**src/hw/rtl/atilt_pkg.sv**
```systemverilog
package atilt_pkg;

   localparam int CORDIC_STAGES_DEF = 16;
   localparam int ATAN_LEN          = 24;
   localparam int ROOT_STEPS        = 32;
   localparam int MAG_STEPS         = 16;
   localparam int ANGLE_LIMIT       = 23040;

   typedef struct packed {
      logic [30:0]        xx;
      logic [30:0]        yy;
      logic [30:0]        zz;
      logic signed [16:0] num_r;
      logic signed [16:0] num_p;
   } square_type;

   typedef struct packed {
      logic [34:0]        rem_r;
      logic [34:0]        rem_p;
      logic [31:0]        q_r;
      logic [31:0]        q_p;
      logic [31:0]        d_r;
      logic [31:0]        d_p;
      logic [18:0]        rem_m;
      logic [15:0]        q_m;
      logic [31:0]        d_m;
      logic signed [16:0] num_r;
      logic signed [16:0] num_p;
   } root_type;

   typedef struct packed {
      logic signed [35:0] xr;
      logic signed [35:0] yr;
      logic signed [24:0] ar;
      logic signed [35:0] xp;
      logic signed [35:0] yp;
      logic signed [24:0] ap;
      logic               zero_r;
      logic               zero_p;
      logic signed [16:0] num_r;
      logic signed [16:0] num_p;
      logic [15:0]        mag;
   } angle_type;

   function automatic logic [21:0] atan_lut(input int unsigned idx);
      logic [21:0] t;
      case (idx)
         0:  t = 22'd2949120;
         1:  t = 22'd1740967;
         2:  t = 22'd919879;
         3:  t = 22'd466945;
         4:  t = 22'd234379;
         5:  t = 22'd117304;
         6:  t = 22'd58666;
         7:  t = 22'd29335;
         8:  t = 22'd14668;
         9:  t = 22'd7334;
         10: t = 22'd3667;
         11: t = 22'd1833;
         12: t = 22'd917;
         13: t = 22'd458;
         14: t = 22'd229;
         15: t = 22'd115;
         16: t = 22'd57;
         17: t = 22'd29;
         18: t = 22'd14;
         19: t = 22'd7;
         20: t = 22'd4;
         21: t = 22'd2;
         22: t = 22'd1;
         default: t = 22'd0;
      endcase
      return t;
   endfunction

endpackage

```
**src/hw/rtl/atilt_cordic_step.sv**
```systemverilog
module atilt_cordic_step #(
   parameter int STEP = 0
) (
   input  logic                 clock,
   input  logic                 reset,
   input  logic                 in_valid,
   output logic                 in_ready,
   input  atilt_pkg::angle_type in_data,
   output logic                 out_valid,
   input  logic                 out_ready,
   output atilt_pkg::angle_type out_data
);
   import atilt_pkg::*;

   localparam logic signed [24:0] T = $signed({3'b000, atan_lut(STEP)});

   logic      v_ff;
   angle_type p_ff, p_in;

   always_comb begin
      p_in = in_data;
      if (!in_data.yr[35]) begin
         p_in.xr = in_data.xr + (in_data.yr >>> STEP);
         p_in.yr = in_data.yr - (in_data.xr >>> STEP);
         p_in.ar = in_data.ar + T;
      end else begin
         p_in.xr = in_data.xr - (in_data.yr >>> STEP);
         p_in.yr = in_data.yr + (in_data.xr >>> STEP);
         p_in.ar = in_data.ar - T;
      end
      if (!in_data.yp[35]) begin
         p_in.xp = in_data.xp + (in_data.yp >>> STEP);
         p_in.yp = in_data.yp - (in_data.xp >>> STEP);
         p_in.ap = in_data.ap + T;
      end else begin
         p_in.xp = in_data.xp - (in_data.yp >>> STEP);
         p_in.yp = in_data.yp + (in_data.xp >>> STEP);
         p_in.ap = in_data.ap - T;
      end
   end

   assign in_ready  = !v_ff || out_ready;
   assign out_valid = v_ff;
   assign out_data  = p_ff;

   always_ff @(posedge clock) begin
      if (reset) begin
         v_ff <= 1'b0;
      end else if (in_ready) begin
         v_ff <= in_valid;
      end
   end

   always_ff @(posedge clock) begin
      if (in_ready && in_valid) p_ff <= p_in;
   end

endmodule

```
**config.mk**
```make
export PLATFORM = sky130hd
export DESIGN_NAME = atilt_cordic_step
export DESIGN_NICKNAME = d
export VERILOG_FILES = /design/src/hw/rtl/atilt_pkg.sv /design/src/hw/rtl/atilt_cordic_step.sv
export SDC_FILE = /design/constraint.sdc
export NUM_CORES = 1
export LEC_CHECK = 0
export ABC_AREA = 1
export ABC_CLOCK_PERIOD_IN_PS = 45300
export BUFFER_PORTS_ARGS = -buffer_cell sky130_fd_sc_hd__buf_2
export CAP_MARGIN = 40
export CORE_MARGIN = 2
export CORE_UTILIZATION = 50
export DETAILED_ROUTE_END_ITERATION = 12
export PLACE_DENSITY_LB_ADDON = 0.12
export RECOVER_POWER = 25
export SLEW_MARGIN = 30
export SYNTH_ARGS = -nofsm -noshare
export SYNTH_HDL_FRONTEND = slang
export SYNTH_SLANG_ARGS = --single-unit
export TNS_END_PERCENT = 20
```
**constraint.sdc**
```tcl
create_clock -name clock -period 45.3 [get_ports clock]
set_clock_uncertainty 0.15 [all_clocks]
set_input_delay 4.53 -clock clock [delete_from_list [all_inputs] [get_ports clock]]
set_output_delay 4.53 -clock clock [all_outputs]
set_load 0.02 [all_outputs]
```
### Word level (Yosys, flattened, before mapping)

Index checks and enable logic that the tools add are counted.

* flip-flop bits (word level): 247
* input bits: 250
* output and inout port bits: 248
* word-level logic and storage cells: 27

* add/subtract/negate cells: 10
* multiplexer cells: 2
* reductions and logical operators: 3

Operator list (number)
* 97-bit 2-to-1 mux: 2
* 36-bit subtractor: 4
* 36-bit adder: 2
* 25-bit by 23-bit adder with 25-bit output (second input constant): 2
* 25-bit by 23-bit subtractor with 25-bit output (second input constant): 2
* 1-bit logical AND: 1
* 1-bit logical NOT: 1
* 1-bit logical OR: 1

### Depth between registers and ports, before layout

* depth after elaboration: 3
* mapped depth: 17
* mapped depth without buffers: 17

### Worst setup path before layout

Ideal clock, no wire load.

* kind: input port to flip-flop
* start: in in_valid
* end: reg p_ff, in the netlist out_data[0] (enable)
* library setup time: 0.931 ns
* arrival time: 16.275 ns
* required time: 44.219 ns
* slack: 27.945 ns
* stages: 2
* buffers on the path: 0
* path through: inv_1 > a21oi_1

* cells in the longest elaborated chain, start to end: 1

Ends and longest elaborated chain
* start: declaration: RTL line atilt_cordic_step.sv:6 `input logic in_valid,`
* 1-bit logical AND: RTL line atilt_cordic_step.sv:55 `if (in_ready && in_valid) p_ff <= p_in;`
* end signal: assignment: RTL line atilt_cordic_step.sv:55
* end: declaration: RTL line atilt_cordic_step.sv:18 `angle_type p_ff, p_in;`

No other way between the ends.
A chain may end at the register's enable or synchronous reset.

### Worst setup path in the final report

* start: in out_ready
* end: out in_ready

* cells in the longest elaborated chain, start to end: 1

Ends and longest elaborated chain
* start: declaration: RTL line atilt_cordic_step.sv:10 `input logic out_ready,`
* 1-bit logical OR: RTL line atilt_cordic_step.sv:42 `assign in_ready = !v_ff || out_ready;`
* end: declaration: RTL line atilt_cordic_step.sv:7 `output logic in_ready,`

No other way between the ends.

==> impl_metrics.csv <==
group,metric,value,unit
status,status,"finished with violations",
status,failed_checks,"max-capacitance violations, max-slew violations",
placed_design,placement.io_buffers,497,
grt,first_global_vias,23060,
clock_network,clkLatencyLatePin,570,ps
power,cell_internal_pwr,501.6,µW
clock_network,htree_levels,1,
synth,number_of_enable_flip_flop_cells_after_synthesis,244,
synth,post_synthesis_instance_total,3419,
sta,report.final.hold_viol_count,0,
sta,maxSlewHeadroom,-131.7,%
power,post-layout-total-power,810.0,µW
power,switching_fraction,38.07,%
power,power-per-cell-area,29.73,nW/µm²
critical_path,endpoint_kind,"output pin",
drt,routed_wire_length_per_instance,18.24,µm
synth,ys.warnings.count,0,
floorplan,die_h,221.1,µm
drt,vias,24380,
sta,fin_crit,9787,ps
floorplan,total_i_o_pin_count,498,
floorplan,design.die.area,48900,µm²
synth,synth_nets,3909,
critical_path,critical_path_required,40620,ps
synth,dominantRegCellSynth,"sky130_fd_sc_hd__edfxtp_1",
critical_path,critPathLaunchType,"input pin",
grt,use_met3,3.399,%
power,power.net_switching,308.4,µW
synth,syn-cell-area,23570,µm²
grt,grt_first_pass_wirelength,124.7,mm
sta,setup_repair_after_global_routing_missed_its_margin,"no",
grt,globalRouteMet2Util,55.77,%
critical_path,timing.critical_path.arrival,5110,ps
cells_and_area,flow.area_growth_from_synthesis,15.56,%
cells_and_area,nNetsFinal,4356,
power,power_leakage,0.01397,µW
power,power_frac_comb,36.8,%
floorplan,row_count,79,
sta,timing.fmax,102.2,MHz
clock_network,cts_tree,"done",
drt,detail-route-antenna-nets,0,
drt,number_of_violations_reported_at_the_end_of_detailed_routing_iteration_0,2196,
drt,first_pass_iters,6,
critical_path,regToRegStartpoint,"out_valid$_SDFFE_PP0N_",
critical_path,crit_start,"out_ready",
grt,grt_antenna_before_repair,0,
cells_and_area,drive_above_1_share,14.53,%
worst_hold_path,worstHoldStart,"out_valid$_SDFFE_PP0N_",
critical_path,timing_worst_setup_path_type,"in -> out",
floorplan,floorplan.initialDensity,50.64,%
clock_network,cts_repair_resize_count,0,
sta,timing_worst_slew_pin_value,3476,ps
synth,ys_ff_latch,245,
clock_network,cts.repair_timing.setup_buffer_count,0,
clock_network,maximum_root_to_sink_buffer_count,3,
placed_design,place_hpwl,67.99,mm
drt,drc,0,
sta,fin_worst_hold_slack,445.8,ps
sta,post-route-period-util,21.61,%
run,cap_viol_max_count,4,
power,power.sequential.fraction,35.3,%
worst_hold_path,min-delay-path-class,"reg -> reg",
grt,global_route.usage.met1,41.74,%
grt,routing_layer_with_the_top_usage_in_global_route,"met2",
clock_network,cts.sink_count,245,
grt,grtUsageTotal,32.35,%
clock_network,cts_root_buf,"sky130_fd_sc_hd__clkbuf_16",
drt,vias_per_cell,5.424,
synth,synth.yosys.seq_area_share,31.17,%
clock_network,cts_bufs_inserted,28,
cells_and_area,layout_commonest_cell,"sky130_fd_sc_hd__nand2_1",
power,clock_power_share,27.9,%
sta,slew_violations,240,
sta,setup-tns-final,0,ps
grt,global_route.overflow_total,0,
critical_path,critical_path.max_fanout,2,
synth,syn_avg_cell_area,6.895,µm²
clock_network,clock_transition_at_path_regs,60,ps
synth,synth_cell_type_count,47,
floorplan,core_area,46560,µm²
floorplan,die_x,221.1,µm
clock_network,cts-hold-fix-buffers,0,
power,vdd_drop_max,0.03078,mV
cells_and_area,antenna_cells,0,
cells_and_area,layout_common_cells,"sky130_fd_sc_hd__nand2_1, sky130_fd_sc_hd__inv_1, sky130_fd_sc_hd__buf_2, sky130_fd_sc_hd__nor2_1, sky130_fd_sc_hd__nand3_1",
grt,grt_start_max_net_pins,85,
drt,wl,82.00,mm
sta,setup_violations,0,
synth,share_of_synthesized_flip_flops_with_an_asynchronous_set_or_reset,0,%
placed_design,gp_congestion,1.028,
synthesized netlist by cell type (all sizes together), types with 6 or more instances:
cell type    n  area share, %
nand2      981             16
and2         6           0.16
o211ai       8           0.25
fa           8           0.68
nor4         6           0.21
ha         232             12
nor3        32           0.72
edfxtp     244             31
xnor2        7           0.26
o21bai      30           0.96
o21ai      191            4.1
nand3      311            6.6
a21o        19           0.61
buf         76            2.1
a21boi       6           0.19
or2         13           0.35
inv        516            8.2
o22ai       20           0.53
a31oi        9           0.24
clkbuf      16           0.26
xor2        65            2.4
nand4       19           0.50
a21oi      263            5.6
nor2       325            5.3
logic make-up after synthesis:
kind of cell	Yosys count	synth area share (%)
AOI/OAI and AO/OA	556	12.80
and+or+nand+nor	1695	29.66
DFF	245	31.17
adders and majority gates	240	12.99
muxes	2	0.08492
xor gates and xnor gates	72	2.675
buffers and inverters	609	10.63
stage by stage:
stage               cells  instance area, µm²  utilization [%]  setup WS (ps)
floorplan            3419               23570                -          27940
global placement     4438               26320            56.53          35540
detailed placement   4439               26350            56.60          35530
CTS                  4491               27270            58.58          35530
global route         4495               27240            58.52          35470
finish               4495               27240            58.52          35510
power groups by stage:
stage	clock network [µW]	logic (µW)	registers [µW]
after floorplan	0	169	324
final	226	298	286
after global placement	0	288	291
after detailed placement	0	290	291
after CTS	230	292	287
after global routing	239	326	288
routing by layer:
metal  vias up  wire (µm)
met4         0       3408
li1      11990          -
met1     11240      34310
met3       172       5377
met5         -          0
met2       983      38910
state kept, by name (all words and copies together), names as in the netlist:
register	cells
out_data	244
out_valid	1
cell type report:
type,instances,area [µm²]
multi-input combinational,2565,13720
inverter,517,1941
timing repair buffer,509,2552
clock buffer,31,711.9
sequential,245,7347
fill,4649,19310
tap,607,759.5
clock inverter,21,209.0
critical path, stage by stage:
cell and delay [ps]:
sky130_fd_sc_hd__clkbuf_1 150, sky130_fd_sc_hd__inv_1 90, sky130_fd_sc_hd__nand2_1 140, sky130_fd_sc_hd__buf_2 190
path summary, 6_finish.rpt:
check	to	slack (ps)	cells after the start
hold reg to reg	out_valid$_SDFFE_PP0N_	450	2
setup / recovery	in_ready	35510	4
hold / removal	out_valid$_SDFFE_PP0N_	450	2
setup reg to reg	out_data[176]$_DFFE_PP_	40810	3
No activity file was read; power rests on OpenSTA's default activity.
