===== config.mk =====
export PLATFORM = sky130hd
export DESIGN_NAME = atilt_front
export DESIGN_NICKNAME = d
export VERILOG_FILES = /design/src/hw/rtl/atilt_pkg.sv /design/src/hw/rtl/atilt_front.sv
export SDC_FILE = /design/constraint.sdc
export NUM_CORES = 2
export LEC_CHECK = 0
export BUFFER_PORTS_ARGS = -buffer_cell sky130_fd_sc_hd__buf_2
export CAP_MARGIN = 20
export CELL_PAD_IN_SITES_DETAIL_PLACEMENT = 1
export CELL_PAD_IN_SITES_GLOBAL_PLACEMENT = 1
export CORE_ASPECT_RATIO = 1.5
export CORE_UTILIZATION = 50
export DETAILED_ROUTE_END_ITERATION = 8
export PLACE_DENSITY = 0.86
export SYNTH_ARGS = -nofsm -noshare
export SYNTH_HDL_FRONTEND = slang
export SYNTH_SLANG_ARGS = --single-unit

===== constraint.sdc =====
create_clock -name clock -period 9.15 [get_ports clock]
set_clock_uncertainty 0.1 [all_clocks]
set_input_delay 1.83 -clock clock [delete_from_list [all_inputs] [get_ports clock]]
set_output_delay 1.83 -clock clock [all_outputs]
set_load 0.01 [all_outputs]

===== src/hw/rtl/atilt_pkg.sv =====
package atilt_pkg;

   localparam int CORDIC_STAGES_DEF = 16;
   localparam int ATAN_LEN          = 24;
   localparam int ROOT_STEPS        = 32;
   localparam int MAG_STEPS         = 16;
   localparam int ANGLE_LIMIT       = 23040;

   typedef struct packed {
      logic [30:0]        xx;
      logic [30:0]        yy;
      logic [30:0]        zz;
      logic signed [16:0] num_r;
      logic signed [16:0] num_p;
   } square_type;

   typedef struct packed {
      logic [34:0]        rem_r;
      logic [34:0]        rem_p;
      logic [31:0]        q_r;
      logic [31:0]        q_p;
      logic [31:0]        d_r;
      logic [31:0]        d_p;
      logic [18:0]        rem_m;
      logic [15:0]        q_m;
      logic [31:0]        d_m;
      logic signed [16:0] num_r;
      logic signed [16:0] num_p;
   } root_type;

   typedef struct packed {
      logic signed [35:0] xr;
      logic signed [35:0] yr;
      logic signed [24:0] ar;
      logic signed [35:0] xp;
      logic signed [35:0] yp;
      logic signed [24:0] ap;
      logic               zero_r;
      logic               zero_p;
      logic signed [16:0] num_r;
      logic signed [16:0] num_p;
      logic [15:0]        mag;
   } angle_type;

   function automatic logic [21:0] atan_lut(input int unsigned idx);
      logic [21:0] t;
      case (idx)
         0:  t = 22'd2949120;
         1:  t = 22'd1740967;
         2:  t = 22'd919879;
         3:  t = 22'd466945;
         4:  t = 22'd234379;
         5:  t = 22'd117304;
         6:  t = 22'd58666;
         7:  t = 22'd29335;
         8:  t = 22'd14668;
         9:  t = 22'd7334;
         10: t = 22'd3667;
         11: t = 22'd1833;
         12: t = 22'd917;
         13: t = 22'd458;
         14: t = 22'd229;
         15: t = 22'd115;
         16: t = 22'd57;
         17: t = 22'd29;
         18: t = 22'd14;
         19: t = 22'd7;
         20: t = 22'd4;
         21: t = 22'd2;
         22: t = 22'd1;
         default: t = 22'd0;
      endcase
      return t;
   endfunction

endpackage


===== src/hw/rtl/atilt_front.sv =====
module atilt_front (
   input  logic                     clock,
   input  logic                     reset,
   input  logic                     in_valid,
   output logic                     in_ready,
   input  logic signed [15:0]       in_x,
   input  logic signed [15:0]       in_y,
   input  logic signed [15:0]       in_z,
   output logic                     out_valid,
   input  logic                     out_ready,
   output atilt_pkg::root_type      out_data
);
   import atilt_pkg::*;

   logic       sq_v_ff;
   square_type sq_ff, sq_in;
   logic       sq_ready;
   logic       rt_v_ff;
   root_type   rt_ff, rt_in;
   logic [31:0] x2, y2, z2;

   assign x2 = $unsigned(32'(in_x) * 32'(in_x));
   assign y2 = $unsigned(32'(in_y) * 32'(in_y));
   assign z2 = $unsigned(32'(in_z) * 32'(in_z));

   always_comb begin
      sq_in.xx    = x2[30:0];
      sq_in.yy    = y2[30:0];
      sq_in.zz    = z2[30:0];
      sq_in.num_r = 17'(in_y);
      sq_in.num_p = -17'(in_x);
   end

   always_comb begin
      rt_in       = '0;
      rt_in.d_r   = {1'b0, sq_ff.xx} + {1'b0, sq_ff.zz};
      rt_in.d_p   = {1'b0, sq_ff.yy} + {1'b0, sq_ff.zz};
      rt_in.d_m   = {1'b0, sq_ff.xx} + {1'b0, sq_ff.yy} + {1'b0, sq_ff.zz};
      rt_in.num_r = sq_ff.num_r;
      rt_in.num_p = sq_ff.num_p;
   end

   assign sq_ready  = !rt_v_ff || out_ready;
   assign in_ready  = !sq_v_ff || sq_ready;
   assign out_valid = rt_v_ff;
   assign out_data  = rt_ff;

   always_ff @(posedge clock) begin
      if (reset) begin
         sq_v_ff <= 1'b0;
         rt_v_ff <= 1'b0;
      end else begin
         if (in_ready) sq_v_ff <= in_valid;
         if (sq_ready) rt_v_ff <= sq_v_ff;
      end
   end

   always_ff @(posedge clock) begin
      if (in_ready && in_valid) sq_ff <= sq_in;
      if (sq_ready && sq_v_ff) rt_ff <= rt_in;
   end

endmodule


Word-level counts from Yosys, hierarchy flattened
Cells that the tools add are included.
Widths: inputs -> output; s select.
{ "totals": {"output_inout_bits": 301, "elab_cells": 26, "reg_bits": 257} }
{ "op_classes": {"n_mul": 3, "n_reduce_logical": 6, "addsub": 5} }
{ "op_table": {"columns": ["operator", "n"], "rows": [
  ["$add 31x31->32", 3],
  ["$mul 16x16->31", 3],
  ["$add 32x31->32", 1],
  ["$neg 16->17", 1],
  ["$logic_and 1x1->1", 2],
  ["$logic_not 1->1", 2],
  ["$logic_or 1x1->1", 2]
]} }

Longest topological paths before layout
{ "depth": {"ltp_word": 4, "mapped_depth": 25, "ltp_nobuf": 23} }

Least setup slack after synthesis
No wires, ideal clock.
{ "synth_timing": {"kind": "input to register", "start": "input port out_ready", "end": "register rt_ff (netlist bit out_data[0]), enable pin", "stages": 2, "setup_slack_ns": 0.802, "t_arrival_ns": 7.613, "required_ns": 8.416, "n_path_buf": 0, "setup_time_ns": 0.634, "path_cell_list": "nor2b_1 > nor2b_1"} }
{ "synth_via": {"elab_chain_cells": 2} }
{ "synth_lines": {"columns": ["element", "line_no", "text"], "rows": [
  ["start, declared", "atilt_front.sv:10", "input logic out_ready,"],
  ["$logic_or 1x1->1", "atilt_front.sv:43", "assign sq_ready = !rt_v_ff || out_ready;"],
  ["$logic_and 1x1->1", "atilt_front.sv:60", "if (sq_ready && sq_v_ff) rt_ff <= rt_in;"],
  ["end signal, assigned", "atilt_front.sv:60", null],
  ["end, declared", "atilt_front.sv:19", "root_type rt_ff, rt_in;"]
]} }
Every way passes these cells.
A chain may end at the register's enable or synchronous reset.

==> impl.org <==
** Outcome
- Outcome :: complete, no violations

** STA
- The number of endpoints with negative hold slack in the final report was 0.
- Setup-failing EPs final :: 0
- Timing would allow up to roughly 120 MHz.
- Of the available clock period, the critical path in the final layout requires between 90 and 100%.
- In the final timing run, aggregate negative setup slack is 0 ns.
- Counting I/O delays and the setup requirement, the final critical path takes 8.32 ns.
- Headroom to the max-slew limit came out at a little over a third.
- Setup repair after global routing missed its margin :: false
- Pins over their slew limit :: 0
- At the pin with the least slew margin, the transition time is about 0.95 ns.

** Finish
- After the last flow step, the layout net total stands at 5158.
- Area overhead of the layout relative to synthesis :: 6.00%
- Share of final-layout standard cells stronger than drive strength 1 :: 7.24%
- Utilization after layout :: a little over half

** Global route
- The initial antenna violation count is 5.
- Largest net degree at the start of global routing :: between 80 and 90
- The first global-routing pass estimated approximately 180000 µm of wire.
- Total congestion overflow after global routing :: 0
- Across every metal layer, demand over resource in global routing totals 29.3%.
- The number of global-route vias before repair is 32682.

** Yosys
- Count of yosys warnings during synthesis :: 0
- Cell area after synthesis :: 39500 µm²
- In this run, synthesis inferred 250 flip-flops with an integrated enable.
- Sequential-to-total area share from yosys stat :: 19.1%
- A synthesized cell averages a little over 10 µm².
- Ranked by total cell area, the synthesized netlist is headed by sky130_fd_sc_hd__fa_1 (36%), sky130_fd_sc_hd__edfxtp_1 (19%), sky130_fd_sc_hd__ha_1 (11%).
- Of the total synthesized cell area, the portion taken by full adders, half adders and majority gates is 47.4%.
- The most common cell in the synthesized netlist is sky130_fd_sc_hd__inv_1.
- Largest area contributor in the netlist :: sky130_fd_sc_hd__fa_1
- Multiplexer fraction of the synthesized cell area :: less than 1%
- Yosys mapped the design onto 85 distinct sky130hd cell types.
- Commonest register cell after synthesis :: sky130_fd_sc_hd__edfxtp_1
- Synthesis handed over a netlist of slightly below 4000 instances.
- Summing the areas of all compound-gate instances in the mapped netlist gives under 10% of the synthesized area.
- Xor and xnor fraction of the mapped netlist area :: around 5.0%
- Synth top cells by count :: sky130_fd_sc_hd__inv_1 (981), sky130_fd_sc_hd__fa_1 (718), sky130_fd_sc_hd__ha_1 (350)
- Post-synth top area share :: between 30% and 40%
- In the synthesized netlist the async set-or-reset flop fraction comes to 0%.
- In this run, synthesis produced a sequential element count of roughly 250.
- Basic-gate share of the synthesized area counting and, or, nand and nor cells :: about 8.6%
- Main combinational cell family by area after synthesis :: adder cells

** Floorplanning
- The total area inside the core boundary comes to 77900 µm².
- Measured along the x axis, the die boundary spans around 230 µm.
- The die is approximately 350 µm tall.
- The initialized floorplan defines 125 standard-cell rows.
- The die covers approximately 80000 µm².
- Once the floorplan was initialized, standard cells occupied between 50 and 60% of the core.
- Count of boundary I/O pins :: 353

** Drt
- Across all layers, the routed design uses approximately 28000 vias.
- In the routed design, unresolved DRC markers number 0.
- Final WL :: between 100000 and 150000 µm
- Once detail routing completed, the nets flagged for antenna violations numbered 0.
- In the final routed layout, each cell accounts on average for between 20 and 25 µm.
- Via-per-instance ratio :: between 5 and 6
- After the first detailed-routing iteration, the DRC count stood at 1429.
- Detailed Routing Iterations Pass 1 :: 5

** Clock tree
- Clock tree synthesis selected as its root buffer the cell sky130_fd_sc_hd__clkbuf_16.
- In this run the number of H-tree levels came out at 1.
- Clock tree from TritonCTS :: built
- Total CTS buffers :: 29
- For the worst-skew pair, the clock arrives at the later sink with an insertion delay of about 0.62 ns.
- # resized after CTS :: 0
- After clock tree synthesis, the flow added hold-fix buffers numbering 0.
- Clock tree synthesis found a total of ~250 sinks.
- Number of buffers inserted by post-CTS setup repair :: 0
- Clk buf depth :: 3
- Clock-pin slew was measured on the worst setup and hold paths at 0.07 ns.

** Run
- Max-cap violations :: 0

** Worst setup path
- Traced cell by cell, the critical path runs through buf_2, inv_1, nor2_1, fa_1, inv_1, fa_1, inv_1, fa_1, fa_1, fa_1, inv_1, fa_1, inv_1, ha_1, and4_1, inv_1, or4_1, nor3_2, a2111oi_4, o21ai_2, mux2i_1, o2111ai_1.
- Worst-case register-to-register setup slack :: 5.23 ns
- Crit path max fanout :: 15
- Data arrival at the endpoint of the critical path :: between 8 and 9 ns
- In this run the critical register-to-register path is launched from sq_ff[43]$_DFFE_PP_.
- Type of element launching the critical path :: input port
- In this design, the stage delay of the slowest critical-path cell is 0.69 ns.
- Reg2reg end :: out_data[60]$_DFFE_PP_
- Type of the setup path with the least slack :: input port to flip-flop
- In this design, the largest share of critical-path delay is due to adder cells.
- Worst-path cell with the longest stage delay :: sky130_fd_sc_hd__fa_1
- Data on the critical path is required at its endpoint by between 9 and 10 ns.
- The number of buffers and inverters on the critical path is 7.
- The worst setup path is captured at a flip-flop.
- Logic depth of the worst register-to-register path :: 11

** Worst hold path
- The worst hold path was traced through 0 stages.
- Class of the most critical hold timing path :: flip-flop to flip-flop
- The worst hold path begins at rt_in[6]$_DFFE_PP_.
- For hold timing, the worst endpoint is out_data[6]$_DFFE_PP_.

** Placed design
- The wire-length estimate of the detail-placed layout is about 94000 µm.
- Final weighted congestion of routability-driven global placement :: just over 0.9
- Buffers placed on the I/O ports in this run total ~180.
==> worst max path at each step <==
| stage | from | endpoint | slack (ns) | cells past startpoint |
|---|---|---|---|---|
| after floorplan | out_ready | out_data[0]$_DFFE_PP_ | 0.80 | 2 |
| after global placement | in_y[3] | sq_ff[94]$_DFFE_PP_ | 0.82 | 22 |
| after detailed placement | in_y[3] | sq_ff[94]$_DFFE_PP_ | 0.45 | 22 |
| after CTS | in_y[3] | sq_ff[94]$_DFFE_PP_ | 0.93 | 22 |
| after global routing | in_y[2] | sq_ff[94]$_DFFE_PP_ | 0.57 | 22 |
| final | in_y[3] | sq_ff[94]$_DFFE_PP_ | 0.83 | 22 |
==> sequential cells by signal (all words and copies together) (netlist names) <==
signal / count
rt_in: 31
sq_ff: 90
out_valid: 1
sq_v_ff: 1
out_data: 129
==> placed cells by master (no fill, tap or decap), drive strengths merged, types with 63 or more instances in the layout <==
master / netlist / final
nor2: 179 / 179
a21oi: 110 / 110
ha: 350 / 350
nand2: 270 / 270
xor2: 63 / 63
buf: 172 / 200
edfxtp: 250 / 250
xnor2: 161 / 161
conb: 1 / 172
inv: 982 / 983
and2: 99 / 99
fa: 718 / 718
==> cell type report <==
class                      count  area [µm²]
fill                        8724       36000
inverter                     992        3720
timing repair buffer         200        1060
sequential                   252        7550
clock buffer                  37         756
multi-input combinational   2563       27400
tap                         1016        1270
antenna                        2        5.00
clock inverter                15         179
==> per-stage QoR <==
stage          hold slack (ns)  std cells  setup slack [ns]  area [µm²]
2_1_floorplan            0.300       4051             0.802       40200
3_3_place_gp             0.300       5022             0.815       40900
3_5_place_dp             0.305       5022             0.452       40900
4_1_cts                  0.321       5074             0.934       41900
5_1_grt                  0.323       5077             0.570       41900
6_report                 0.320       5077             0.834       41900
==> cells by family after synthesis <==
kind of cell / Yosys count
AOI/OAI and AO/OA: 366
xor gates and xnor gates: 224
adders and majority gates: 1068
buffers and inverters: 1236
DFF: 252
muxes: 5
other: 1
and+or+nand+nor: 728
==> per-layer routing <==
layer	GRT usage, %	up-vias	wire length [µm]
met5	0	-	22
met4	19.6	4	8600
met3	4.27	459	5930
met2	54.7	1091	61900
met1	29.8	14432	37500
li1	-	11900	-
Power is left out: the tool's default activity adds up to more than one toggle a clock period on the data nets, which glitch-free logic cannot reach.
