<file path="src/hw/rtl/atilt_pkg.sv">
package atilt_pkg;

   localparam int CORDIC_STAGES_DEF = 16;
   localparam int ATAN_LEN          = 24;
   localparam int ROOT_STEPS        = 32;
   localparam int MAG_STEPS         = 16;
   localparam int ANGLE_LIMIT       = 23040;

   typedef struct packed {
      logic [30:0]        xx;
      logic [30:0]        yy;
      logic [30:0]        zz;
      logic signed [16:0] num_r;
      logic signed [16:0] num_p;
   } square_type;

   typedef struct packed {
      logic [34:0]        rem_r;
      logic [34:0]        rem_p;
      logic [31:0]        q_r;
      logic [31:0]        q_p;
      logic [31:0]        d_r;
      logic [31:0]        d_p;
      logic [18:0]        rem_m;
      logic [15:0]        q_m;
      logic [31:0]        d_m;
      logic signed [16:0] num_r;
      logic signed [16:0] num_p;
   } root_type;

   typedef struct packed {
      logic signed [35:0] xr;
      logic signed [35:0] yr;
      logic signed [24:0] ar;
      logic signed [35:0] xp;
      logic signed [35:0] yp;
      logic signed [24:0] ap;
      logic               zero_r;
      logic               zero_p;
      logic signed [16:0] num_r;
      logic signed [16:0] num_p;
      logic [15:0]        mag;
   } angle_type;

   function automatic logic [21:0] atan_lut(input int unsigned idx);
      logic [21:0] t;
      case (idx)
         0:  t = 22'd2949120;
         1:  t = 22'd1740967;
         2:  t = 22'd919879;
         3:  t = 22'd466945;
         4:  t = 22'd234379;
         5:  t = 22'd117304;
         6:  t = 22'd58666;
         7:  t = 22'd29335;
         8:  t = 22'd14668;
         9:  t = 22'd7334;
         10: t = 22'd3667;
         11: t = 22'd1833;
         12: t = 22'd917;
         13: t = 22'd458;
         14: t = 22'd229;
         15: t = 22'd115;
         16: t = 22'd57;
         17: t = 22'd29;
         18: t = 22'd14;
         19: t = 22'd7;
         20: t = 22'd4;
         21: t = 22'd2;
         22: t = 22'd1;
         default: t = 22'd0;
      endcase
      return t;
   endfunction

endpackage

</file>
<file path="src/hw/rtl/atilt_root_step.sv">
module atilt_root_step #(
   parameter int STEP = 0
) (
   input  logic                clock,
   input  logic                reset,
   input  logic                in_valid,
   output logic                in_ready,
   input  atilt_pkg::root_type in_data,
   output logic                out_valid,
   input  logic                out_ready,
   output atilt_pkg::root_type out_data
);
   import atilt_pkg::*;

   logic     v_ff;
   root_type p_ff, p_in;
   logic [34:0] rr, tr, rp, tp;
   logic [18:0] rm, tm;

   always_comb begin
      p_in = in_data;
      rr = {in_data.rem_r[32:0], in_data.d_r[31:30]};
      tr = {1'b0, in_data.q_r, 2'b01};
      rp = {in_data.rem_p[32:0], in_data.d_p[31:30]};
      tp = {1'b0, in_data.q_p, 2'b01};
      rm = {in_data.rem_m[16:0], in_data.d_m[31:30]};
      tm = {1'b0, in_data.q_m, 2'b01};
      p_in.d_r = {in_data.d_r[29:0], 2'b00};
      p_in.d_p = {in_data.d_p[29:0], 2'b00};
      if (rr >= tr) begin
         p_in.rem_r = rr - tr;
         p_in.q_r   = {in_data.q_r[30:0], 1'b1};
      end else begin
         p_in.rem_r = rr;
         p_in.q_r   = {in_data.q_r[30:0], 1'b0};
      end
      if (rp >= tp) begin
         p_in.rem_p = rp - tp;
         p_in.q_p   = {in_data.q_p[30:0], 1'b1};
      end else begin
         p_in.rem_p = rp;
         p_in.q_p   = {in_data.q_p[30:0], 1'b0};
      end
      if (STEP < MAG_STEPS) begin
         p_in.d_m = {in_data.d_m[29:0], 2'b00};
         if (rm >= tm) begin
            p_in.rem_m = rm - tm;
            p_in.q_m   = {in_data.q_m[14:0], 1'b1};
         end else begin
            p_in.rem_m = rm;
            p_in.q_m   = {in_data.q_m[14:0], 1'b0};
         end
      end
   end

   assign in_ready  = !v_ff || out_ready;
   assign out_valid = v_ff;
   assign out_data  = p_ff;

   always_ff @(posedge clock) begin
      if (reset) begin
         v_ff <= 1'b0;
      end else if (in_ready) begin
         v_ff <= in_valid;
      end
   end

   always_ff @(posedge clock) begin
      if (in_ready && in_valid) p_ff <= p_in;
   end

endmodule

</file>
<file path="config.mk">
export PLATFORM = sky130hd
export DESIGN_NAME = atilt_root_step
export DESIGN_NICKNAME = d
export VERILOG_FILES = /design/src/hw/rtl/atilt_pkg.sv /design/src/hw/rtl/atilt_root_step.sv
export SDC_FILE = /design/constraint.sdc
export NUM_CORES = 1
export LEC_CHECK = 0
export ABC_AREA = 0
export CAP_MARGIN = 10
export CORE_AREA = 2 2 238 240
export CTS_BUF_LIST = sky130_fd_sc_hd__clkbuf_8
export DETAILED_ROUTE_END_ITERATION = 16
export DIE_AREA = 0 0 240 242
export DONT_BUFFER_PORTS = 1
export GPL_ROUTABILITY_DRIVEN = 0
export HOLD_SLACK_MARGIN = 0.12
export PLACE_DENSITY = 0.39
export SYNTH_ARGS = -nofsm -noshare
export SYNTH_HDL_FRONTEND = slang
export SYNTH_SLANG_ARGS = --single-unit
</file>
<file path="constraint.sdc">
create_clock -name clock -period 23.7 [get_ports clock]
set_clock_uncertainty 0.2 [all_clocks]
set_input_delay 2.37 -clock clock [delete_from_list [all_inputs] [get_ports clock]]
set_output_delay 2.37 -clock clock [all_outputs]
set_load 0.02 [all_outputs]
</file>
# Word-level counts from Yosys, hierarchy flattened
# Index checks and enable logic that the tools add are counted.
[totals]
out_inout_bits = 301
in_bits = 303
reg_bits = 294
elab_cells = 26
[classes]
mux = 5
addsub = 3
order_cmp = 3
reduce_logical = 3
[op_table]
columns = ["cell", "count"]
rows = [
  ["35-bit two-way mux", 3],
  ["35-bit by 34-bit greater-or-equal comparator with 1-bit output", 2],
  ["35-bit by 34-bit subtractor with 35-bit output", 2],
  ["19-bit by 18-bit greater-or-equal comparator with 1-bit output", 1],
  ["19-bit by 18-bit subtractor with 19-bit output", 1],
  ["1-bit two-way mux", 2],
  ["1-bit logical AND", 1],
  ["1-bit zero test", 1],
  ["1-bit logical OR", 1],
]

# Logic depth before layout (Yosys ltp)
# Gate-level depths: netlist of run 1.
[depth]
ltp_word = 3
mapped_depth = 14
ltp_nobuf = 11

# Worst setup path after synthesis of run 1
# OpenSTA, ideal clock, no wires.
[synth_path]
kind = "input -> register"
start = "input out_ready"
end = "register p_ff, in the netlist out_data[0], enable pin"
setup_time_ns = 0.691
stages = 2
arrival_time_ns = 9.310
path_buffers = 0
required_time_ns = 22.809
path_slack_ns = 13.499
cell_sequence = "nand2b_1 > and2_1"
[synth_via]
elab_chain_len = 2
[synth_lines]
columns = ["element", "line", "source"]
rows = [
  ["from (decl)", "atilt_root_step.sv:10", "input logic out_ready,"],
  ["1-bit logical OR", "atilt_root_step.sv:56", "assign in_ready = !v_ff || out_ready;"],
  ["1-bit logical AND", "atilt_root_step.sv:69", "if (in_ready && in_valid) p_ff <= p_in;"],
  ["to (signal assigned)", "atilt_root_step.sv:69", ""],
  ["to (decl)", "atilt_root_step.sv:16", "root_type p_ff, p_in;"],
]
# No other way between the ends.
# A chain may end at the register's enable or synchronous reset.

==> results of run 1 <==
==> cells by family after synthesis <==
kind of cell | Yosys count
AO/OA/AOI/OAI | 326
XOR/XNOR | 73
adder cells (fa/ha/maj) | 86
buffers and inverters | 150
flip-flops | 294
multiplexers | 10
other | 1
AND/OR/NAND/NOR | 245
==> registers in the layout, summed over array words and instances (netlist names) <==
name / count
out_data: 293
out_valid: 1
==> cell type report <==
| class | count | area, um^2 |
|---|---|---|
| sequential | 294 | 8818 |
| clock buffer | 56 | 770.7 |
| tap | 756 | 945.9 |
| antenna | 1 | 2.502 |
| clock inverter | 41 | 292.8 |
| timing repair buffer | 8 | 60.06 |
| multi-input combinational | 746 | 5107 |
| fill | 5773 | 39300 |
| inverter | 116 | 435.4 |
==> final timing paths <==
| path | from | slack [ns] | endpoint |
|---|---|---|---|
| setup reg to reg | out_valid | 20.18 | out_data[29] |
| setup / recovery | in_data[165] | 18.08 | out_data[257] |
| hold reg to reg | out_valid | 0.57 | out_valid |
| hold / removal | out_valid | 0.57 | out_valid |
==> stage by stage <==
step                      instances  setup WS (ns)  util [%]  hold slack, ns  power (uW)
after floorplan                1190          13.50         -          0.5290       850.2
after global placement         1920          17.41     27.57          0.5681       898.0
after detailed placement       1920          17.40     27.57          0.5722       897.2
after CTS                      2017          18.12     29.48          0.5801        1396
after global routing           2018          17.67     29.49          0.6087        1441
final                          2018          18.08     29.49          0.5737        1369
==> layer usage <==
metal / track usage (%) / up-vias / share of wire [%]
met2: 24.72 / 383 / 49
met5: 0 / - / 0.13
li1: - / 4428 / -
met3: 6.825 / 81 / 10
met4: 4.092 / 8 / 2.2
met1: 15.91 / 4429 / 38
==> worst register-to-register path: stages (launching register included) <==
cell,delay [ns]
dfxtp_1,0.37
nand2b_1,0.26
and2_4,0.66
buf_4,0.73
buf_4,0.82
==> placed cells by master (no fill, tap or decap), drive strengths merged, types with 5 or more instances in the layout <==
| master | netlist | final |
|---|---|---|
| a21oi | 95 | 95 |
| a211oi | 9 | 9 |
| o31ai | 8 | 8 |
| inv | 116 | 129 |
| a311oi | 5 | 5 |
| nand2 | 84 | 84 |
| xnor2 | 40 | 40 |
| a21o | 47 | 47 |
| clkbuf | 17 | 56 |
| and2 | 6 | 6 |
| o21bai | 14 | 14 |
| mux2 | 10 | 10 |
| o21a | 13 | 13 |
| o21ai | 87 | 87 |
| nand3 | 18 | 18 |
| nand4 | 10 | 10 |
| ha | 86 | 86 |
| edfxtp | 293 | 293 |
| a31oi | 7 | 7 |
| clkinv | 0 | 23 |
| nand2b | 8 | 8 |
| xor2 | 33 | 33 |
| nor3 | 16 | 16 |
| nor2b | 11 | 11 |
| and3 | 17 | 17 |
| o22ai | 5 | 5 |
| conb | 1 | 6 |
| nor2 | 59 | 59 |
| buf | 17 | 8 |
| or3 | 6 | 6 |
==> where the power goes <==
group	switching (uW)	total (uW)	internal, uW	leakage, uW
Sequential	72.8	704	631	0.00284
Clock	221	484	263	0.000591
Combinational	110	180	70.1	0.00293
Total	404	1370	965	0.00636
==> reports/results.tsv, run 1 <==
stage	metric	value	unit
global_route	first-pass GRT wire length	62850	um
timing	Worst slew margin	36.70	%
cells_and_area	Nets	1607	
die	Die ar.	58080	um^2
global_route	largest net degree at the start of global routing	76	
route	drt total wl	43510	um
synth	Synth Area in Simple Gates	7.911	%
die	num ports	604	
cts	post-cts resize count	0	
cells_and_area	post-route cell area	16430	um^2
power	Lkg Pwr	0.006359	uW
placement	Post-DP HPWL	34100	um
die	core area	55730	um^2
die	Die X	240	um
synth	Async SR Flop Fraction	0	%
worst_setup_path	Most Frequent Cell on Critical Path	buf_4	
flow_run	MaxCap Viol Count	0	
cts	clock net sink count	294	
global_route	total gr overflow	0	
timing	# setup viols final	0	
synth	Synth Area in Compound Gates	14.42	%
worst_setup_path	max incr delay on CP	0.52	ns
cts	clk slew on worst S/H paths	0.06	ns
global_route	number of global-route vias before repair	9641	
cts	postcts setup bufs	0	
timing	Worst-Margin Slew	0.9495	ns
cts	CTS tree	done	
timing	final setup TNS	0	ns
route	DRT Pass-1 Iters	5	
synth	flop and latch count out of synthesis	294	
status	outcome	finished, final reports clean	
cts	CTS Buffer Depth	3	
route	vias per cell	4.623	
worst_setup_path	Critical-path top delay cell	buf_4	
synth	mux cell area share after synthesis	0.7765	%
synth	cell count after synthesis	1185	
worst_setup_path	WP data required	23.88	ns
synth	post-synth top area share	60.67	%
die	Die Y	242	um
synth	Main synth FF type	edfxtp_1	
power	PwrDens	83.29	nW/um^2
worst_setup_path	critical path depth	13	
worst_setup_path	startpoint types	input port	
worst_setup_path	Setup CP Type	in -> reg	
die	Rows	87	
synth	Synth area leader	edfxtp_1	
global_route	Tot GR Track Use	14.46	%
worst_hold_path	Min-Delay Path Class	reg -> reg	
timing	Peak Freq	0.1778	GHz
synth	EDFF count, synth	293	
worst_setup_path	crit-path leading delay family	compound AO/OA/AOI/OAI gates	
route	Via Count	9329	
route	Antenna Nets Post-Route	0	
timing	endpoints failing hold	0	
synth	warnings from Yosys	0	
timing	min Tclk post-route	5.624	ns
cts	clk_lat worst skew	0.63	ns
cells_and_area	Area growth, synth to finish	13.31	%
synth	post-synthesis area per instance	12.24	um^2
worst_setup_path	Worst Setup End Kind	register	
timing	RSZ-0062 raised after global routing	false	
cts	CTS Buf Count	52	
route	drt drc	0	
timing	Max Slew Vio Count	0	
global_route	initial antenna violation count	9	
synth	post-synthesis adder-cell area fraction	7.420	%
worst_setup_path	r2r worst-path depth	4	
synth	count leader, synth	edfxtp_1	
cells_and_area	layout cell share with drive strength beyond 1	8.803	%
worst_setup_path	crit-path max FO	51	
worst_setup_path	Critical path buffers and inverters	3	
worst_setup_path	Worst EP arrival	5.81	ns
synth	Commonest cells post-synth	edfxtp_1 (293), inv_1 (116), a21oi_1 (94)	
timing	final clock period utilization by the worst path	23.73	%
die	initial core utilization	26.02	%
placement	Port Buffers	0	
placement	placed cell areas	15370	um^2
cts	Root Driver	clkbuf_8	
synth	largest family of logic cells by synthesized area	compound AO/OA/AOI/OAI gates	
synth	count of different cell masters after synthesis	67	
power	Peak VDD IR	0.04552	mV
synth	Post-Synth XOR/XNOR Area	4.409	%
cts	CTS Hold Buffers Added	0	
synth	Synth area leaders	edfxtp_1 (61%), ha_1 (7.4%), a21oi_1 (3.2%)	
synth	Post-Syn Area	14500	um^2
worst_hold_path	hold depth	2	
route	Starting DRT DRC Count	440	
synth	Seq/Total Area, Yosys	60.81	%
route	drt wl/cell	21.56	um
cts	CTS H-tree lvls	2	
worst_setup_path	CP Cell Sequence	inv_1, ha_1, o21a_1, o21ai_0, a21oi_1, a311oi_1, o31ai_1, buf_4, a41o_1, a21oi_4, buf_4, a31oi_1, a21o_1	
Power figures use the tool's default switching activity.
==> run 2: changes to the inputs <==
ABC_AREA = 1   (was 0)
CORE_AREA = 2 2 232 234   (was 2 2 238 240)
DIE_AREA = 0 0 234 236   (was 0 0 240 242)
PLACE_DENSITY = 0.45   (was 0.39)
clock period = 5.2 ns   (was 23.7 ns; I/O delays follow)
==> run 2 against run 1 <==
Effect of this change:
- sequential share of layout area is 12 points lower
- highest routed layer unchanged
- largest cell class unchanged
- sequential power increased to 4.5 times the previous value
- non-clock buffer count grew 290
- cell count is 45% higher
- power grew to 4.8 times the previous value
- utilization grew 11 points
- clock-buffer cell count fell by 3
- area after synthesis grew 14%
- synthesized cell count increased by 57%
==> reports/results.tsv, run 2 <==
stage	metric	value	unit
status	outcome	finished, final reports clean	
die	core area	53070	um^2
timing	hold slack	0.2045	ns
worst_setup_path	crit-path max FO	28	
global_route	initial antenna violation count	4	
flow_run	MaxCap Viol Count	0	
route	Starting DRT DRC Count	838	
synth	Post-Synth XOR/XNOR Area	2.500	%
synth	flop and latch count out of synthesis	294	
cts	clock net sink count	294	
route	Via Count	13660	
timing	endpoints failing hold	0	
cells_and_area	max FFs per register	293	
timing	# setup viols final	0	
timing	RSZ-0062 raised after global routing	false	
cts	CTS Buf Count	52	
synth	Synth area leader	edfxtp_1	
cells_and_area	Area growth, synth to finish	28.98	%
synth	Async SR Flop Fraction	0	%
synth	Post-Syn Area	16470	um^2
synth	warnings from Yosys	0	
global_route	number of global-route vias before repair	13820	
route	vias per cell	4.661	
synth	EDFF count, synth	293	
worst_setup_path	CP Cell Sequence	dlygate4sd3_1, inv_1, ha_1, nand3_1, nor3_1, nand3_1, nand4_4, inv_4, nand2_1, o21ai_2, dlygate4sd3_1	
placement	placed cells	2541	
power	Lkg Pwr	0.009630	uW
worst_setup_path	Worst EP arrival	2.96	ns
synth	Commonest cells post-synth	nand2_1 (684), edfxtp_1 (293), inv_1 (291)	
worst_setup_path	startpoint types	input port	
die	Rows	85	
power	PwrDens	308.5	nW/um^2
worst_hold_path	hold depth	3	
timing	final setup TNS	0	ns
die	Die ar.	55220	um^2
synth	Synth Area in Simple Gates	24.60	%
worst_setup_path	reg2reg setup slack	3.22	ns
timing	final clock period utilization by the worst path	53.84	%
worst_setup_path	Setup CP Type	in -> reg	
timing	Peak Freq	0.3572	GHz
worst_setup_path	reg2reg end	out_data[28]	
synth	Synth area leaders	edfxtp_1 (53%), nand2_1 (16%), inv_1 (6.6%)	
worst_hold_path	hold path startpoint	in_data[90]	
worst_setup_path	Critical-path top delay cell	dlygate4sd3_1	
global_route	Tot GR Track Use	19.87	%
timing	min Tclk post-route	2.800	ns
power	Peak VDD IR	0.1601	mV
synth	largest family of logic cells by synthesized area	simple AND/OR/NAND/NOR gates	
worst_setup_path	r2r worst-path depth	2	
cells_and_area	most common cell after layout, fill and taps aside	nand2_1	
synth	count leader, synth	nand2_1	
cts	CTS tree	done	
timing	Worst slew margin	46.34	%
cts	postcts setup bufs	0	
synth	Main synth FF type	edfxtp_1	
die	initial core utilization	31.03	%
die	Die Y	236	um
worst_setup_path	max incr delay on CP	0.62	ns
route	drt total wl	56760	um
worst_setup_path	WP data required	5.36	ns
route	DRT Pass-1 Iters	5	
cells_and_area	layout cell share with drive strength beyond 1	5.553	%
global_route	first-pass GRT wire length	83570	um
global_route	total gr overflow	0	
timing	Setup WS post-layout	2.400	ns
cells_and_area	Core Util, Final	40.02	%
placement	Port Buffers	0	
cts	clk_lat worst skew	0.62	ns
die	Die X	234	um
cts	CTS H-tree lvls	2	
worst_setup_path	Worst Setup End Kind	register	
synth	post-synthesis area per instance	8.867	um^2
die	num ports	604	
synth	post-synthesis adder-cell area fraction	6.535	%
route	Antenna Nets Post-Route	0	
cts	CTS Buffer Depth	3	
synth	mux cell area share after synthesis	0	%
timing	Max Slew Vio Count	0	
route	drt drc	0	
worst_setup_path	FF-to-FF Start	out_valid	
worst_setup_path	Critical path buffers and inverters	4	
worst_hold_path	Min-Delay Path Class	in -> reg	
route	drt wl/cell	19.36	um
cells_and_area	most frequent cells in the layout	nand2_1 (684), inv_1 (307), dlygate4sd3_1 (295)	
synth	Synth Area in Compound Gates	4.856	%
timing	Worst-Margin Slew	0.8049	ns
worst_hold_path	Worst Hold Endpoint	out_data[92]	
cts	Root Driver	clkbuf_8	
synth	Seq/Total Area, Yosys	53.56	%
placement	Post-Place Worst Slack	2.137	ns
placement	Post-DP HPWL	42120	um
cells_and_area	Final Instance Count excl. Fillers	2931	
cts	clk slew on worst S/H paths	0.05	ns
cells_and_area	Nets	2583	
global_route	largest net degree at the start of global routing	136	
synth	cell count after synthesis	1857	
worst_setup_path	crit-path leading delay family	buffers and inverters	
synth	post-synth top area share	53.43	%
synth	count of different cell masters after synthesis	37	
run 2: changes by cell type in the layout (fill, tap and decap cells not counted), moves of 22 or more:
cell | before | now
a21o_1 | 47 | 6
a21oi_1 | 94 | 72
dlygate4sd3_1 | 0 | 295
inv_1 | 127 | 307
nand2_1 | 84 | 684
nand3_1 | 18 | 88
nor2_1 | 58 | 128
o21ai_0 | 80 | 25
xnor2_1 | 40 | 13
run 2: per-layer routing:
| layer | GRT usage (%) | vias to the layer above | routed length [um] |
|---|---|---|---|
| met1 | 24.90 | 6379 | 23760 |
| met5 | 0 | - | 17 |
| met2 | 33.20 | 523 | 26830 |
| met4 | 6.099 | 2 | 1573 |
| li1 | - | 6671 | - |
| met3 | 5.271 | 87 | 4578 |
run 2: worst max path at each step:
stage,slack [ns],end,from,depth (start not counted)
after floorplan,-0.77,out_data[0],out_ready,2
after global placement,2.14,out_data[257],in_data[186],13
after detailed placement,2.14,out_data[256],in_data[186],13
after CTS,2.44,out_data[85],in_data[65],11
after global routing,2.25,out_data[85],in_data[65],11
final,2.40,out_data[85],in_data[65],11
run 2: area by class of cell:
type / instances / area [um^2]
diodes: 2 / 5.005
clock buffers: 53 / 729.5
clock inverters: 40 / 295.3
fillers: 5329 / 31830
inverters: 298 / 1134
multi-input cells: 1250 / 6371
flip-flops and latches: 294 / 8820
well taps: 696 / 870.8
repair buffers: 298 / 3013
run 2: cell families after synthesis:
group                      Yosys count
adders and majority gates           86
and+or+nand+nor                    974
xor gates and xnor gates            47
DFF                                294
buffers and inverters              318
other                                1
AOI/OAI and AO/OA                  137
run 2: what timing repair did:
action	in CTS	in global routing
endpoints found under the hold margin	292	0
gates resized for setup	0	0
hold buffers	295	0
run 2: stage by stage:
| stage | power [uW] | cell area (um^2) |
|---|---|---|
| 6_report | 6551 | 21240 |
| 5_1_grt | 6914 | 21240 |
| 4_1_cts | 6633 | 21230 |
| 3_5_place_dp | 4247 | 17260 |
| 3_3_place_gp | 4253 | 17260 |
| 2_1_floorplan | 3968 | 16500 |
run 2: worst reg2reg max path: stages, from the launching register on:
cell and delay (ns):
dfxtp_2 0.39, a21oi_4 0.31, buf_12 0.48
run 2: power breakdown:
group | switching [uW] | internal, uW
logic | 728 | 469
registers | 333 | 2870
clock network | 997 | 1150
total | 2060 | 4490
